$ cat src/sv/assert_macros.svh
// assertion helpers shared by the rtl
`ifndef ASSERT_MACROS_SVH
`define ASSERT_MACROS_SVH

// clocked assertion, held off while reset is asserted
`define QP_ASSERT(name, prop, msg) \
	name: assert property (@(posedge clk) disable iff (!arst_n) (prop)) else $error(msg);

// clocked assertion that is also checked during reset
`define QP_ASSERT_ALWAYS(name, prop, msg) \
	name: assert property (@(posedge clk) (prop)) else $error(msg);

`endif

$ cat src/sv/qppm_pkg.sv
`timescale 1ns / 1ps

package qppm_pkg;

	// request codes on the input channel
	typedef enum logic [1:0] {
		REQ_EDGE_A = 2'd0,
		REQ_EDGE_B = 2'd1,
		REQ_TICK   = 2'd2,
		REQ_CTRL   = 2'd3
	} req_t;

	// configuration register indexes
	typedef enum logic [2:0] {
		CFG_GAIN_P      = 3'd0,
		CFG_GAIN_I      = 3'd1,
		CFG_GAIN_D      = 3'd2,
		CFG_INT_LIMIT   = 3'd3,
		CFG_INT_WINDOW  = 3'd4,
		CFG_DEADBAND    = 3'd5,
		CFG_DUTY_OFFSET = 3'd6,
		CFG_DUTY_MAX    = 3'd7
	} cfg_idx_t;

	// control loop timing and fixed point format
	localparam logic [7:0] TICKS_PER_UPDATE = 8'd2;
	localparam int unsigned GAIN_FRAC_BITS = 8;

	// register reset values
	localparam logic [11:0] RST_GAIN_P      = 12'd512;
	localparam logic [11:0] RST_GAIN_I      = 12'd51;
	localparam logic [11:0] RST_GAIN_D      = 12'd179;
	localparam logic [14:0] RST_INT_LIMIT   = 15'd200;
	localparam logic [14:0] RST_INT_WINDOW  = 15'd20;
	localparam logic [9:0]  RST_DEADBAND    = 10'd5;
	localparam logic [9:0]  RST_DUTY_OFFSET = 10'd200;
	localparam logic [9:0]  RST_DUTY_MAX    = 10'd400;

	localparam logic [7:0] TICK_MAX = 8'd255;

endpackage

$ cat src/sv/quadrature_position_pid_motor_unit.sv
`timescale 1ns / 1ps
`include "assert_macros.svh"

// Quadrature encoder position counter with a PID position loop. Encoder edge
// and timer tick transactions update the position and tick count and produce
// no result; a control step transaction produces one result (duty, direction
// and the position it used). One transaction is accepted every clock cycle,
// back to back, whatever the mix of request types, while the result path does
// not stall. A control step updates the loop state and runs the three gain
// multiplies in parallel from the input register; the product register holds
// the products, which are summed, scaled, saturated and shaped into a duty on
// the way to the output register. The output register lets new transactions in
// while a result waits to be taken. Configuration is written through cfg_we,
// cfg_index and cfg_data and must only change while the block is idle.
module quadrature_position_pid_motor_unit
	import qppm_pkg::*;
(
	input  logic               clk,
	input  logic               arst_n,
	// configuration
	input  logic               cfg_we,
	input  logic [2:0]         cfg_index,
	input  logic [14:0]        cfg_data,
	// request channel
	input  logic               in_valid,
	output logic               in_ready,
	input  logic [1:0]         req_type,
	input  logic               level_a,
	input  logic               level_b,
	input  logic signed [15:0] setpoint,
	// result channel
	output logic               out_valid,
	input  logic               out_ready,
	output logic [9:0]         duty,
	output logic               direction,
	output logic signed [15:0] position_now
);

	localparam logic signed [30:0] RND_BIAS = 31'((1 << GAIN_FRAC_BITS) - 1);
	localparam logic signed [30:0] PID_POS_MAX = 31'sd32767;
	localparam logic signed [30:0] PID_NEG_MAX = -31'sd32768;

	// configuration registers
	logic [11:0] gain_p_q, gain_i_q, gain_d_q;
	logic [14:0] int_limit_q, int_window_q;
	logic [9:0]  deadband_q, duty_offset_q, duty_max_q;

	// loop state
	logic [15:0] pos_q;
	logic [7:0]  tick_q;
	logic [15:0] err_sum_q;
	logic [15:0] prev_err_q;
	logic [15:0] delta_q;
	logic        dir_q;

	// stage 1: input register
	logic        valid_s1;
	req_t        type_s1;
	logic        lvl_a_s1, lvl_b_s1;
	logic [15:0] setpoint_s1;

	// stage 2: product register
	logic               valid_s2;
	logic signed [28:0] prod_p_s2, prod_i_s2, prod_d_s2;
	logic [15:0]        pos_s2;

	// output register
	logic        out_valid_q;
	logic [9:0]  duty_q;
	logic        dir_out_q;
	logic [15:0] pos_out_q;

	// handshake and stage enables
	logic out_en, s2_free, s1_fire, s1_ctrl;

	assign out_en   = !out_valid_q || out_ready;
	assign s2_free  = !valid_s2 || out_en;
	assign s1_ctrl  = (type_s1 == REQ_CTRL);
	assign s1_fire  = valid_s1 && (!s1_ctrl || s2_free);
	assign in_ready = !valid_s1 || s1_fire;

	// configuration writes
	always_ff @(posedge clk or negedge arst_n) begin
		if (!arst_n) begin
			gain_p_q      <= RST_GAIN_P;
			gain_i_q      <= RST_GAIN_I;
			gain_d_q      <= RST_GAIN_D;
			int_limit_q   <= RST_INT_LIMIT;
			int_window_q  <= RST_INT_WINDOW;
			deadband_q    <= RST_DEADBAND;
			duty_offset_q <= RST_DUTY_OFFSET;
			duty_max_q    <= RST_DUTY_MAX;
		end else if (cfg_we) begin
			unique case (cfg_idx_t'(cfg_index))
				CFG_GAIN_P:      gain_p_q      <= cfg_data[11:0];
				CFG_GAIN_I:      gain_i_q      <= cfg_data[11:0];
				CFG_GAIN_D:      gain_d_q      <= cfg_data[11:0];
				CFG_INT_LIMIT:   int_limit_q   <= cfg_data;
				CFG_INT_WINDOW:  int_window_q  <= cfg_data;
				CFG_DEADBAND:    deadband_q    <= cfg_data[9:0];
				CFG_DUTY_OFFSET: duty_offset_q <= cfg_data[9:0];
				CFG_DUTY_MAX:    duty_max_q    <= cfg_data[9:0];
			endcase
		end
	end

	// input register
	always_ff @(posedge clk or negedge arst_n) begin
		if (!arst_n) begin
			valid_s1 <= 1'b0;
		end else if (in_ready) begin
			valid_s1 <= in_valid;
		end
	end

	always_ff @(posedge clk) begin
		if (in_ready && in_valid) begin
			type_s1     <= req_t'(req_type);
			lvl_a_s1    <= level_a;
			lvl_b_s1    <= level_b;
			setpoint_s1 <= setpoint;
		end
	end

	// stage 1: error, integral and derivative update
	logic               do_update;
	logic [15:0]        err_u;
	logic signed [16:0] err_x, win_x, lim_x, sum_raw, sum_clamp;
	logic               in_window;
	logic [15:0]        sum_nxt, delta_nxt;
	logic               step_up;

	assign do_update = (tick_q >= TICKS_PER_UPDATE);
	assign err_u     = setpoint_s1 - pos_q;
	assign err_x     = $signed({err_u[15], err_u});
	assign win_x     = $signed({2'b00, int_window_q});
	assign lim_x     = $signed({2'b00, int_limit_q});
	assign in_window = (err_x > -win_x) && (err_x < win_x);
	assign sum_raw   = $signed({err_sum_q[15], err_sum_q}) + (in_window ? err_x : 17'sd0);

	always_comb begin
		if (sum_raw > lim_x) begin
			sum_clamp = lim_x;
		end else if (sum_raw < -lim_x) begin
			sum_clamp = -lim_x;
		end else begin
			sum_clamp = sum_raw;
		end
	end

	assign sum_nxt   = do_update ? sum_clamp[15:0] : err_sum_q;
	assign delta_nxt = do_update ? (err_u - prev_err_q) : delta_q;

	// encoder direction for an edge on either channel
	assign step_up = (type_s1 == REQ_EDGE_A) ? (lvl_a_s1 == lvl_b_s1) : (lvl_a_s1 != lvl_b_s1);

	// gain multiplies, one each, registered
	logic signed [28:0] prod_p_c, prod_i_c, prod_d_c;

	assign prod_p_c = $signed({1'b0, gain_p_q}) * $signed(err_u);
	assign prod_i_c = $signed({1'b0, gain_i_q}) * $signed(sum_nxt);
	assign prod_d_c = $signed({1'b0, gain_d_q}) * $signed(delta_nxt);

	// loop state update as each transaction leaves stage 1
	always_ff @(posedge clk or negedge arst_n) begin
		if (!arst_n) begin
			pos_q      <= '0;
			tick_q     <= '0;
			err_sum_q  <= '0;
			prev_err_q <= '0;
			delta_q    <= '0;
		end else if (s1_fire) begin
			unique case (type_s1)
				REQ_EDGE_A, REQ_EDGE_B: begin
					pos_q <= step_up ? pos_q + 16'd1 : pos_q - 16'd1;
				end
				REQ_TICK: begin
					if (tick_q != TICK_MAX) begin
						tick_q <= tick_q + 8'd1;
					end
				end
				REQ_CTRL: begin
					if (do_update) begin
						tick_q     <= '0;
						err_sum_q  <= sum_nxt;
						prev_err_q <= err_u;
						delta_q    <= delta_nxt;
					end
				end
			endcase
		end
	end

	// product register
	always_ff @(posedge clk or negedge arst_n) begin
		if (!arst_n) begin
			valid_s2 <= 1'b0;
		end else if (s2_free) begin
			valid_s2 <= s1_fire && s1_ctrl;
		end
	end

	always_ff @(posedge clk) begin
		if (s2_free && s1_fire && s1_ctrl) begin
			prod_p_s2 <= prod_p_c;
			prod_i_s2 <= prod_i_c;
			prod_d_s2 <= prod_d_c;
			pos_s2    <= pos_q;
		end
	end

	// stage 2: pid sum, truncate toward zero, saturate
	logic signed [30:0] acc, acc_adj, pid_full;
	logic signed [15:0] pid_sat;
	logic [15:0]        mag;
	logic [16:0]        mag_off;
	logic [9:0]         duty_nxt;
	logic               dir_nxt;

	assign acc      = 31'(prod_p_s2) + 31'(prod_i_s2) + 31'(prod_d_s2);
	assign acc_adj  = acc + (acc[30] ? RND_BIAS : 31'sd0);
	assign pid_full = acc_adj >>> GAIN_FRAC_BITS;

	always_comb begin
		if (pid_full > PID_POS_MAX) begin
			pid_sat = 16'sh7fff;
		end else if (pid_full < PID_NEG_MAX) begin
			pid_sat = 16'sh8000;
		end else begin
			pid_sat = pid_full[15:0];
		end
	end

	// direction holds on a zero output
	always_comb begin
		if (pid_sat > 16'sd0) begin
			dir_nxt = 1'b1;
		end else if (pid_sat < 16'sd0) begin
			dir_nxt = 1'b0;
		end else begin
			dir_nxt = dir_q;
		end
	end

	// magnitude, friction offset above the deadband, cap
	assign mag      = pid_sat[15] ? 16'(-pid_sat) : 16'(pid_sat);
	assign mag_off  = {1'b0, mag} + ((mag > {6'b0, deadband_q}) ? {7'b0, duty_offset_q} : 17'd0);
	assign duty_nxt = (mag_off > {7'b0, duty_max_q}) ? duty_max_q : mag_off[9:0];

	// output register
	always_ff @(posedge clk or negedge arst_n) begin
		if (!arst_n) begin
			out_valid_q <= 1'b0;
			dir_q       <= 1'b0;
		end else if (out_en) begin
			out_valid_q <= valid_s2;
			if (valid_s2) begin
				dir_q <= dir_nxt;
			end
		end
	end

	always_ff @(posedge clk) begin
		if (out_en && valid_s2) begin
			duty_q    <= duty_nxt;
			dir_out_q <= dir_nxt;
			pos_out_q <= pos_s2;
		end
	end

	assign out_valid    = out_valid_q;
	assign duty         = duty_q;
	assign direction    = dir_out_q;
	assign position_now = pos_out_q;

	// a control step leaving stage 1 always lands in the product register
	`QP_ASSERT(a_ctrl_to_s2, s1_fire && s1_ctrl |=> valid_s2, "control step lost after stage 1")

	// an update step clears the tick count
	`QP_ASSERT(a_tick_clear, s1_fire && s1_ctrl && do_update |=> tick_q == 8'd0, "tick count not cleared")

	// the delivered duty never exceeds the cap
	`QP_ASSERT(a_duty_cap, out_valid_q |-> duty_q <= duty_max_q, "duty above cap")

	// a held product stage is not dropped while the output stalls
	`QP_ASSERT(a_s2_hold, valid_s2 && !out_en |=> valid_s2 && $stable(pos_s2), "product stage lost")

endmodule
$ cat config.mk
export PLATFORM = sky130hd
export DESIGN_NAME = quadrature_position_pid_motor_unit
export DESIGN_NICKNAME = d
export VERILOG_FILES = /design/src/sv/qppm_pkg.sv /design/src/sv/quadrature_position_pid_motor_unit.sv
export VERILOG_INCLUDE_DIRS = /design/src /design/src/sv
export SDC_FILE = /design/constraint.sdc
export NUM_CORES = 2
export LEC_CHECK = 0
export BUFFER_PORTS_ARGS = -buffer_cell sky130_fd_sc_hd__buf_2
export CORE_ASPECT_RATIO = 1.1
export CORE_MARGIN = 5
export CORE_UTILIZATION = 45
export CTS_BUF_LIST = sky130_fd_sc_hd__clkbuf_2 sky130_fd_sc_hd__clkbuf_4 sky130_fd_sc_hd__clkbuf_8
export CTS_CLUSTER_DIAMETER = 120
export DETAILED_ROUTE_END_ITERATION = 10
export HOLD_SLACK_MARGIN = 0.02
export PLACE_DENSITY = 0.64
export SLEW_MARGIN = 5
export SYNTH_ARGS = -nofsm -noshare
export SYNTH_HDL_FRONTEND = slang
export SYNTH_SLANG_ARGS = --single-unit
$ cat constraint.sdc
create_clock -name clk -period 13.52 [get_ports clk]
set_input_delay 2.704 -clock clk [delete_from_list [all_inputs] [get_ports clk]]
set_output_delay 2.704 -clock clk [all_outputs]
set_load 0.005 [all_outputs]
Yosys cells after proc, flatten, opt, wreduce, memory -nomap -nowiden
Index checks and enable logic that the tools add are counted.
{ "totals": {"reg_bits": 322, "in_bits": 43, "out_inout_bits": 29, "word_cells": 119} }
{ "classes": {"n_addsub": 13, "multipliers": 3, "magnitude_cmp": 11, "eq_ne": 15, "mux": 18, "reduce_logical": 31} }
{ "ops": {"columns": ["cell", "n"], "rows": [
  ["$mux W16", 8],
  ["$mul A13 B16 Y29", 3],
  ["$neg A15 Y17", 2],
  ["$sub A16 B16 Y16", 2],
  ["$add A30 B29 Y31", 1],
  ["$add A31 B9 Y31", 1],
  ["$add A29 B29 Y30", 1],
  ["$mux W8", 3],
  ["$gt A23 B16 Y1 const B", 1],
  ["$lt A23 B16 Y1 const B", 1],
  ["$mux W10", 2],
  ["$reduce_and A2 Y1", 10],
  ["$add A16 B10 Y17", 1],
  ["$add A16 B17 Y17", 1],
  ["$gt A16 B17 Y1", 1],
  ["$gt A17 B10 Y1", 1],
  ["$gt A17 B16 Y1", 1],
  ["$lt A17 B17 Y1", 1],
  ["$mux W17", 1],
  ["$add A16 B1 Y16 const B", 1],
  ["$gt A16 B1 Y1 const B", 1],
  ["$gt A16 B10 Y1", 1],
  ["$lt A16 B1 Y1 const B", 1],
  ["$lt A16 B16 Y1", 1],
  ["25 further kinds", 44]
]} }

Depth between registers and ports, before layout
{ "depth": {"depth_word": 14, "ltp_mapped": 78, "depth_no_buf": 74} }

Least setup slack after synthesis
OpenSTA, ideal clock, no wires.
{ "synth_timing": {"path_kind": "register to register", "from": "register pos_q[1]", "to": "register prod_i_s2[28] (data pin)", "setup_ns": 0.260, "arrival_time_ns": 14.648, "required_ns": 13.260, "setup_slack_ns": -1.388, "stages_incl_launch_ff": 74, "path_buffers": 5, "synth_period_minus_slack_ns": 14.908, "path_cell_list": "dfrtp_1 > inv_1 > ha_1 > nor2b_1 > o21ai_0 > a21boi_0 > o21ai_0 > a21boi_0 > o21ai_0 > a21boi_0 > o21ai_0 > a21oi_1 > a211o_1 > a21o_1 > xor2_1 > inv_1 > buf_1 > ha_1 > [38 not listed] > inv_1 > fa_1 > fa_1 > inv_1 > ha_1 > a21boi_0 > o21ai_0 > a21boi_0 > o21ai_0 > a21boi_0 > o21ai_0 > a21oi_1 > a211oi_1 > o31ai_1 > o41ai_1 > o21bai_1 > a21oi_1 > xnor2_1"} }
{ "synth_via": {"elab_chain_len": 10, "word_cells_on_any_way": 12, "classes_between": "add/sub (2); mul (1); order compare (4); mux (4); reduce/logical (1)"} }
{ "synth_rtl": {"columns": ["item", "line_no", "rtl"], "rows": [
  ["start, declared", "quadrature_position_pid_motor_unit.sv:49", "logic [15:0] pos_q;"],
  ["start signal, assigned", "quadrature_position_pid_motor_unit.sv:175", "pos_q <= step_up ? pos_q + 16'd1 : pos_q - 16'd1;"],
  ["$sub A16 B16 Y16 *", "quadrature_position_pid_motor_unit.sv:134", "assign err_u = setpoint_s1 - pos_q;"],
  ["named net err_u[15]", "quadrature_position_pid_motor_unit.sv:127", "logic [15:0] err_u;"],
  ["$gt A16 B17 Y1 / $lt A16 B16 Y1 (equally long branches)", "quadrature_position_pid_motor_unit.sv:138", "assign in_window = (err_x > -win_x) && (err_x < win_x);"],
  ["$logic_and A1 B1 Y1", "quadrature_position_pid_motor_unit.sv:138", null],
  ["$mux W17 *", "quadrature_position_pid_motor_unit.sv:139", "assign sum_raw = $signed({err_sum_q[15], err_sum_q}) + (in_window ? err_x : 17'sd0);"],
  ["$add A16 B17 Y17 *", "quadrature_position_pid_motor_unit.sv:139", null],
  ["$lt A17 B17 Y1", "quadrature_position_pid_motor_unit.sv:144", "end else if (sum_raw < -lim_x) begin"],
  ["$mux W16", "quadrature_position_pid_motor_unit.sv:144", null],
  ["$mux W16 *", "quadrature_position_pid_motor_unit.sv:142", "if (sum_raw > lim_x) begin"],
  ["$mux W16 *", "quadrature_position_pid_motor_unit.sv:151", "assign sum_nxt = do_update ? sum_clamp[15:0] : err_sum_q;"],
  ["$mul A13 B16 Y29 *", "quadrature_position_pid_motor_unit.sv:161", "assign prod_i_c = $signed({1'b0, gain_i_q}) * $signed(sum_nxt);"],
  ["named net prod_i_c[28]", "quadrature_position_pid_motor_unit.sv:158", "logic signed [28:0] prod_p_c, prod_i_c, prod_d_c;"],
  ["end signal, assigned", "quadrature_position_pid_motor_unit.sv:206", "prod_i_s2 <= prod_i_c;"],
  ["end, declared", "quadrature_position_pid_motor_unit.sv:64", "logic signed [28:0] prod_p_s2, prod_i_s2, prod_d_s2;"]
]} }
Mark *: on every way through the listed nets, which the timed path passes. The rest lies on a longest branch.
A chain may end at the register's enable or synchronous reset.

Worst setup path after layout
{ "layout_timing": {"from": "register setpoint_s1[0]", "to": "register prod_i_s2[28] (data pin)"} }
{ "layout_via": {"elab_chain_len": 10, "word_cells_on_any_way": 12, "classes_between": "add/sub (2); mul (1); order compare (4); mux (4); reduce/logical (1)"} }
{ "layout_rtl": {"columns": ["item", "line_no", "rtl"], "rows": [
  ["start, declared", "quadrature_position_pid_motor_unit.sv:60", "logic [15:0] setpoint_s1;"],
  ["start signal, assigned", "quadrature_position_pid_motor_unit.sv:121", "setpoint_s1 <= setpoint;"],
  ["$sub A16 B16 Y16 *", "quadrature_position_pid_motor_unit.sv:134", null],
  ["$gt A16 B17 Y1 / $lt A16 B16 Y1 (equally long branches)", "quadrature_position_pid_motor_unit.sv:138", null],
  ["$logic_and A1 B1 Y1", "quadrature_position_pid_motor_unit.sv:138", null],
  ["$mux W17 *", "quadrature_position_pid_motor_unit.sv:139", null],
  ["$add A16 B17 Y17 *", "quadrature_position_pid_motor_unit.sv:139", null],
  ["$lt A17 B17 Y1", "quadrature_position_pid_motor_unit.sv:144", null],
  ["$mux W16", "quadrature_position_pid_motor_unit.sv:144", null],
  ["$mux W16 *", "quadrature_position_pid_motor_unit.sv:142", null],
  ["$mux W16 *", "quadrature_position_pid_motor_unit.sv:151", null],
  ["$mul A13 B16 Y29 *", "quadrature_position_pid_motor_unit.sv:161", null],
  ["named net prod_i_c[28]", "quadrature_position_pid_motor_unit.sv:158", null]
]} }
Marked as above.

==> impl_metrics.py <==
metrics = {
    "hold_path": {
        "hp-class": "reg -> reg",
        "hold_path_depth": 0,
        "worstHoldStart": "pos_s2[5]",
    },
    "synth": {
        "yosysSeqAreaShare_pct": 20.6,
        "synthFlopType": "edfxtp_1",
        "synthTopCellsByArea": "fa_1 (27%), ha_1 (11%), edfxtp_1 (11%), dfrtp_1 (8.7%), inv_1 (7.5%)",
        "netlist_area_um2": 42800,
        "avgSynthCellArea_um2": 9.37,
        "async_reset_ff_share_pct": 53.4,
        "ys_warn_count": 0,
        "synth_edf_count": 150,
        "yosysTopAreaCell": "fa_1",
        "synth_cell_types": 106,
        "synth_top_area_share_pct": 26.6,
        "syn_inst": 4571,
        "synth_seq_cells": 322,
        "syn-num-nets": 5570,
    },
    "timing": {
        "hold_viol": 0,
        "worstMarginPinSlew_ns": 1.22,
        "fmax_mhz": 73.4,
        "finalClockSkew_ns": 0.0501,
        "finalWorstSetupSlack_ns": -0.104,
        "slew-limit-headroom_pct": 18.3,
        "fin_crit_sh_pct": 101,
        "drv_slew": 0,
        "setup_viol": 4,
        "rsz0062_at_grt": "yes",
        "layout_min_cycle_time_ns": 13.62,
    },
    "cts": {
        "cts-buffers-inserted": 58,
        "clk_latency_ns": 0.69,
        "cts_max_level": 2,
        "cts_tree": "yes",
        "clk_pin_slew_ns": 0.07,
        "ctsHoldBuffers": 0,
        "cts-root-buf": "clkbuf_8",
        "clock_path_buffers": 3,
        "cts.sinks": 322,
    },
    "floorplan": {
        "initial_core_util_pct": 45.4,
        "ios": 72,
        "rows": 118,
        "core_area_um2": 94300,
        "dieHeight_um": 334,
        "dieWidth_um": 304,
        "dieArea_um2": 101000,
    },
    "global_routing": {
        "grt_pass1_vias": 33500,
        "gr-usage-all-layers_pct": 21.6,
        "antenna_found_initial": 3,
        "grt_max_degree": 64,
        "grt-ovfl-total": 0,
        "grt_pass1_wl_mm": 179,
    },
    "final_layout": {
        "fill_cells": 8573,
        "layout.nets": 5767,
        "area_delta_synth_final_pct": 12.7,
        "fin_cells": 6080,
        "drive_gt1_share_pct": 15.1,
    },
    "detailed_routing": {
        "ant_nets": 0,
        "viasPerCell": 5.29,
        "drt-total-wl_mm": 109,
        "wl_per_cell_um": 17.9,
        "dr.first_iter.drc_count": 1761,
        "vias": 32200,
        "first_pass_iters": 6,
        "drc": 0,
    },
    "critical_path": {
        "crit_path_frequent_cell": "a21oi_2",
        "end_kind": "register",
        "start_kind": "register",
        "crit_path_top_delay_cell": "fa_1",
        "r2r_start": "setpoint_s1[0]",
        "critical_path_class": "reg -> reg",
        "cpPeakStageDelay_ns": 0.54,
        "critPathTopFamily": "compound AO/OA/AOI/OAI gates",
        "worstPathMaxFanout": 8,
        "required_ns": 13.94,
        "reg2reg_depth": 70,
        "ff2ff_setup_slack_ns": -0.10,
        "cp.depth": 70,
        "critPathLaunch": "setpoint_s1[0]",
        "arrival_ns": 14.04,
        "path_buf_inv": 11,
    },
    "status": {
        "violations": "negative setup slack",
        "status": "finished with violations",
    },
    "run": {
        "max_cap_viol_count": 0,
    },
    "placed_design": {
        "finalWeightedCongestion": 0.898,
        "dp_cells": 5930,
        "io_buffers": 71,
        "place_hpwl_mm": 86.4,
    },
}
final cells by class:
cell class	instances	area, um^2	share of cell area, %
flip-flops and latches	322	8840	18.3
clock inverters	38	430	0.892
clock buffers	71	921	1.91
repair buffers	291	2190	4.54
inverters	853	3210	6.64
diodes	3	7.51	0.0156
well taps	1260	1580	3.27
multi-input cells	3242	31100	64.4
worst register-to-register path: cells and delay by family (launching register included):
family / cells / cell delay [ns]
AO/OA/AOI/OAI: 32 / 5.27
AND/OR/NAND/NOR: 12 / 1.71
adder cells (fa/ha/maj): 12 / 4.43
XOR/XNOR: 3 / 0.46
buffers and inverters: 11 / 1.09
flip-flops: 1 / 0.38
synth_stat cells (all sizes together), types with 11 or more instances:
master / instances
nor4: 17
or3: 25
dfrtp: 149
o21bai: 25
a211oi: 20
o21a: 47
clkbuf: 135
nor3: 68
o21ai: 180
and3: 21
o41ai: 12
fa: 569
and2: 301
nand3: 60
or2: 11
a21oi: 143
edfxtp: 150
o31ai: 24
a21o: 36
xnor2: 152
ha: 387
nand2: 501
buf: 19
nand4: 23
o211ai: 28
inv: 853
nand2b: 36
a211o: 12
dfstp: 23
nor2: 166
o211a: 11
mux2: 98
a21boi: 16
nor2b: 64
mux2i: 14
a31oi: 17
xor2: 38
sequential cells by signal, indices dropped and copies added, names as in the netlist, 2 cells and up:
register,flops
duty_max_q,10
gain_i_q,12
setpoint_s1,16
prod_p_s2,29
prod_i_s2,29
int_window_q,15
int_limit_q,15
deadband_q,10
position_now,16
err_sum_q,16
tick_q,8
delta_q,16
type_s1,2
pos_q,16
pos_s2,16
duty,10
gain_p_q,12
duty_offset_q,10
gain_d_q,12
prod_d_s2,29
prev_err_q,16
stage by stage:
| stage | utilization [%] | setup slack [ns] | cell area, um^2 | TNS, ns | hold slack, ns |
|---|---|---|---|---|---|
| after detailed placement | 48.5 | -0.359 | 45800 | -1.19 | 0.405 |
| after global routing | 51.2 | -0.827 | 48300 | -7.52 | 0.422 |
| after global placement | 48.5 | -0.0560 | 45800 | -0.0560 | 0.403 |
| after floorplan | - | 0.000460 | 43000 | 0 | 0.400 |
| final | 51.2 | -0.104 | 48300 | -0.284 | 0.416 |
| after CTS | 50.4 | -0.0968 | 47500 | -0.0968 | 0.418 |
repair_timing:
action                                  CTS  global route
pin swaps                                41            78
buffers inserted                         20            23
resized for setup                        53           121
endpoints found under the setup margin    9            27
gates cloned                              1             3
cells in the final DEF (no fill, tap or decap), types with 142 or more instances in the layout:
| master | count |
|---|---|
| dfrtp_1 | 149 |
| inv_1 | 837 |
| buf_4 | 196 |
| and2_1 | 292 |
| nor2_1 | 158 |
| edfxtp_1 | 150 |
| ha_1 | 370 |
| o21ai_0 | 146 |
| xnor2_1 | 142 |
| fa_1 | 559 |
| nand2_1 | 499 |
cell families (layout without fill, tap and decap cells):
| family | after synthesis | in the layout | share of synthesized area, % |
|---|---|---|---|
| AND/OR/NAND/NOR | 1329 | 1329 | 15.4 |
| buffers and inverters | 1007 | 1253 | 8.87 |
| adder cells (fa/ha/maj) | 959 | 959 | 38.0 |
| AO/OA/AOI/OAI | 651 | 651 | 10.2 |
| flip-flops | 322 | 322 | 20.6 |
| XOR/XNOR | 191 | 191 | 3.95 |
| multiplexers | 112 | 112 | 2.99 |
| other | 0 | 3 | 0 |
metal layers:
layer  track usage, %  vias to the layer above  routed length (um)
li1                 -                    15100                   -
met1             28.7                    16100               47200
met2             37.6                      755               53400
met3             2.98                      154                5320
met4             5.45                        0                2880
met5                0                        -                   0
worst paths after layout:
| path | to |
|---|---|
| worst max-delay path | prod_i_s2[28] |
| worst min-delay path | position_now[5] |
| worst max register to register | prod_i_s2[28] |
| worst min register to register | position_now[5] |
| max in group asynchronous | prev_err_q[15] |
| min in group asynchronous | duty_max_q[5] |
Power is not shown: default switching activity piles up to over one toggle a cycle in this logic, so the estimate is an artifact.
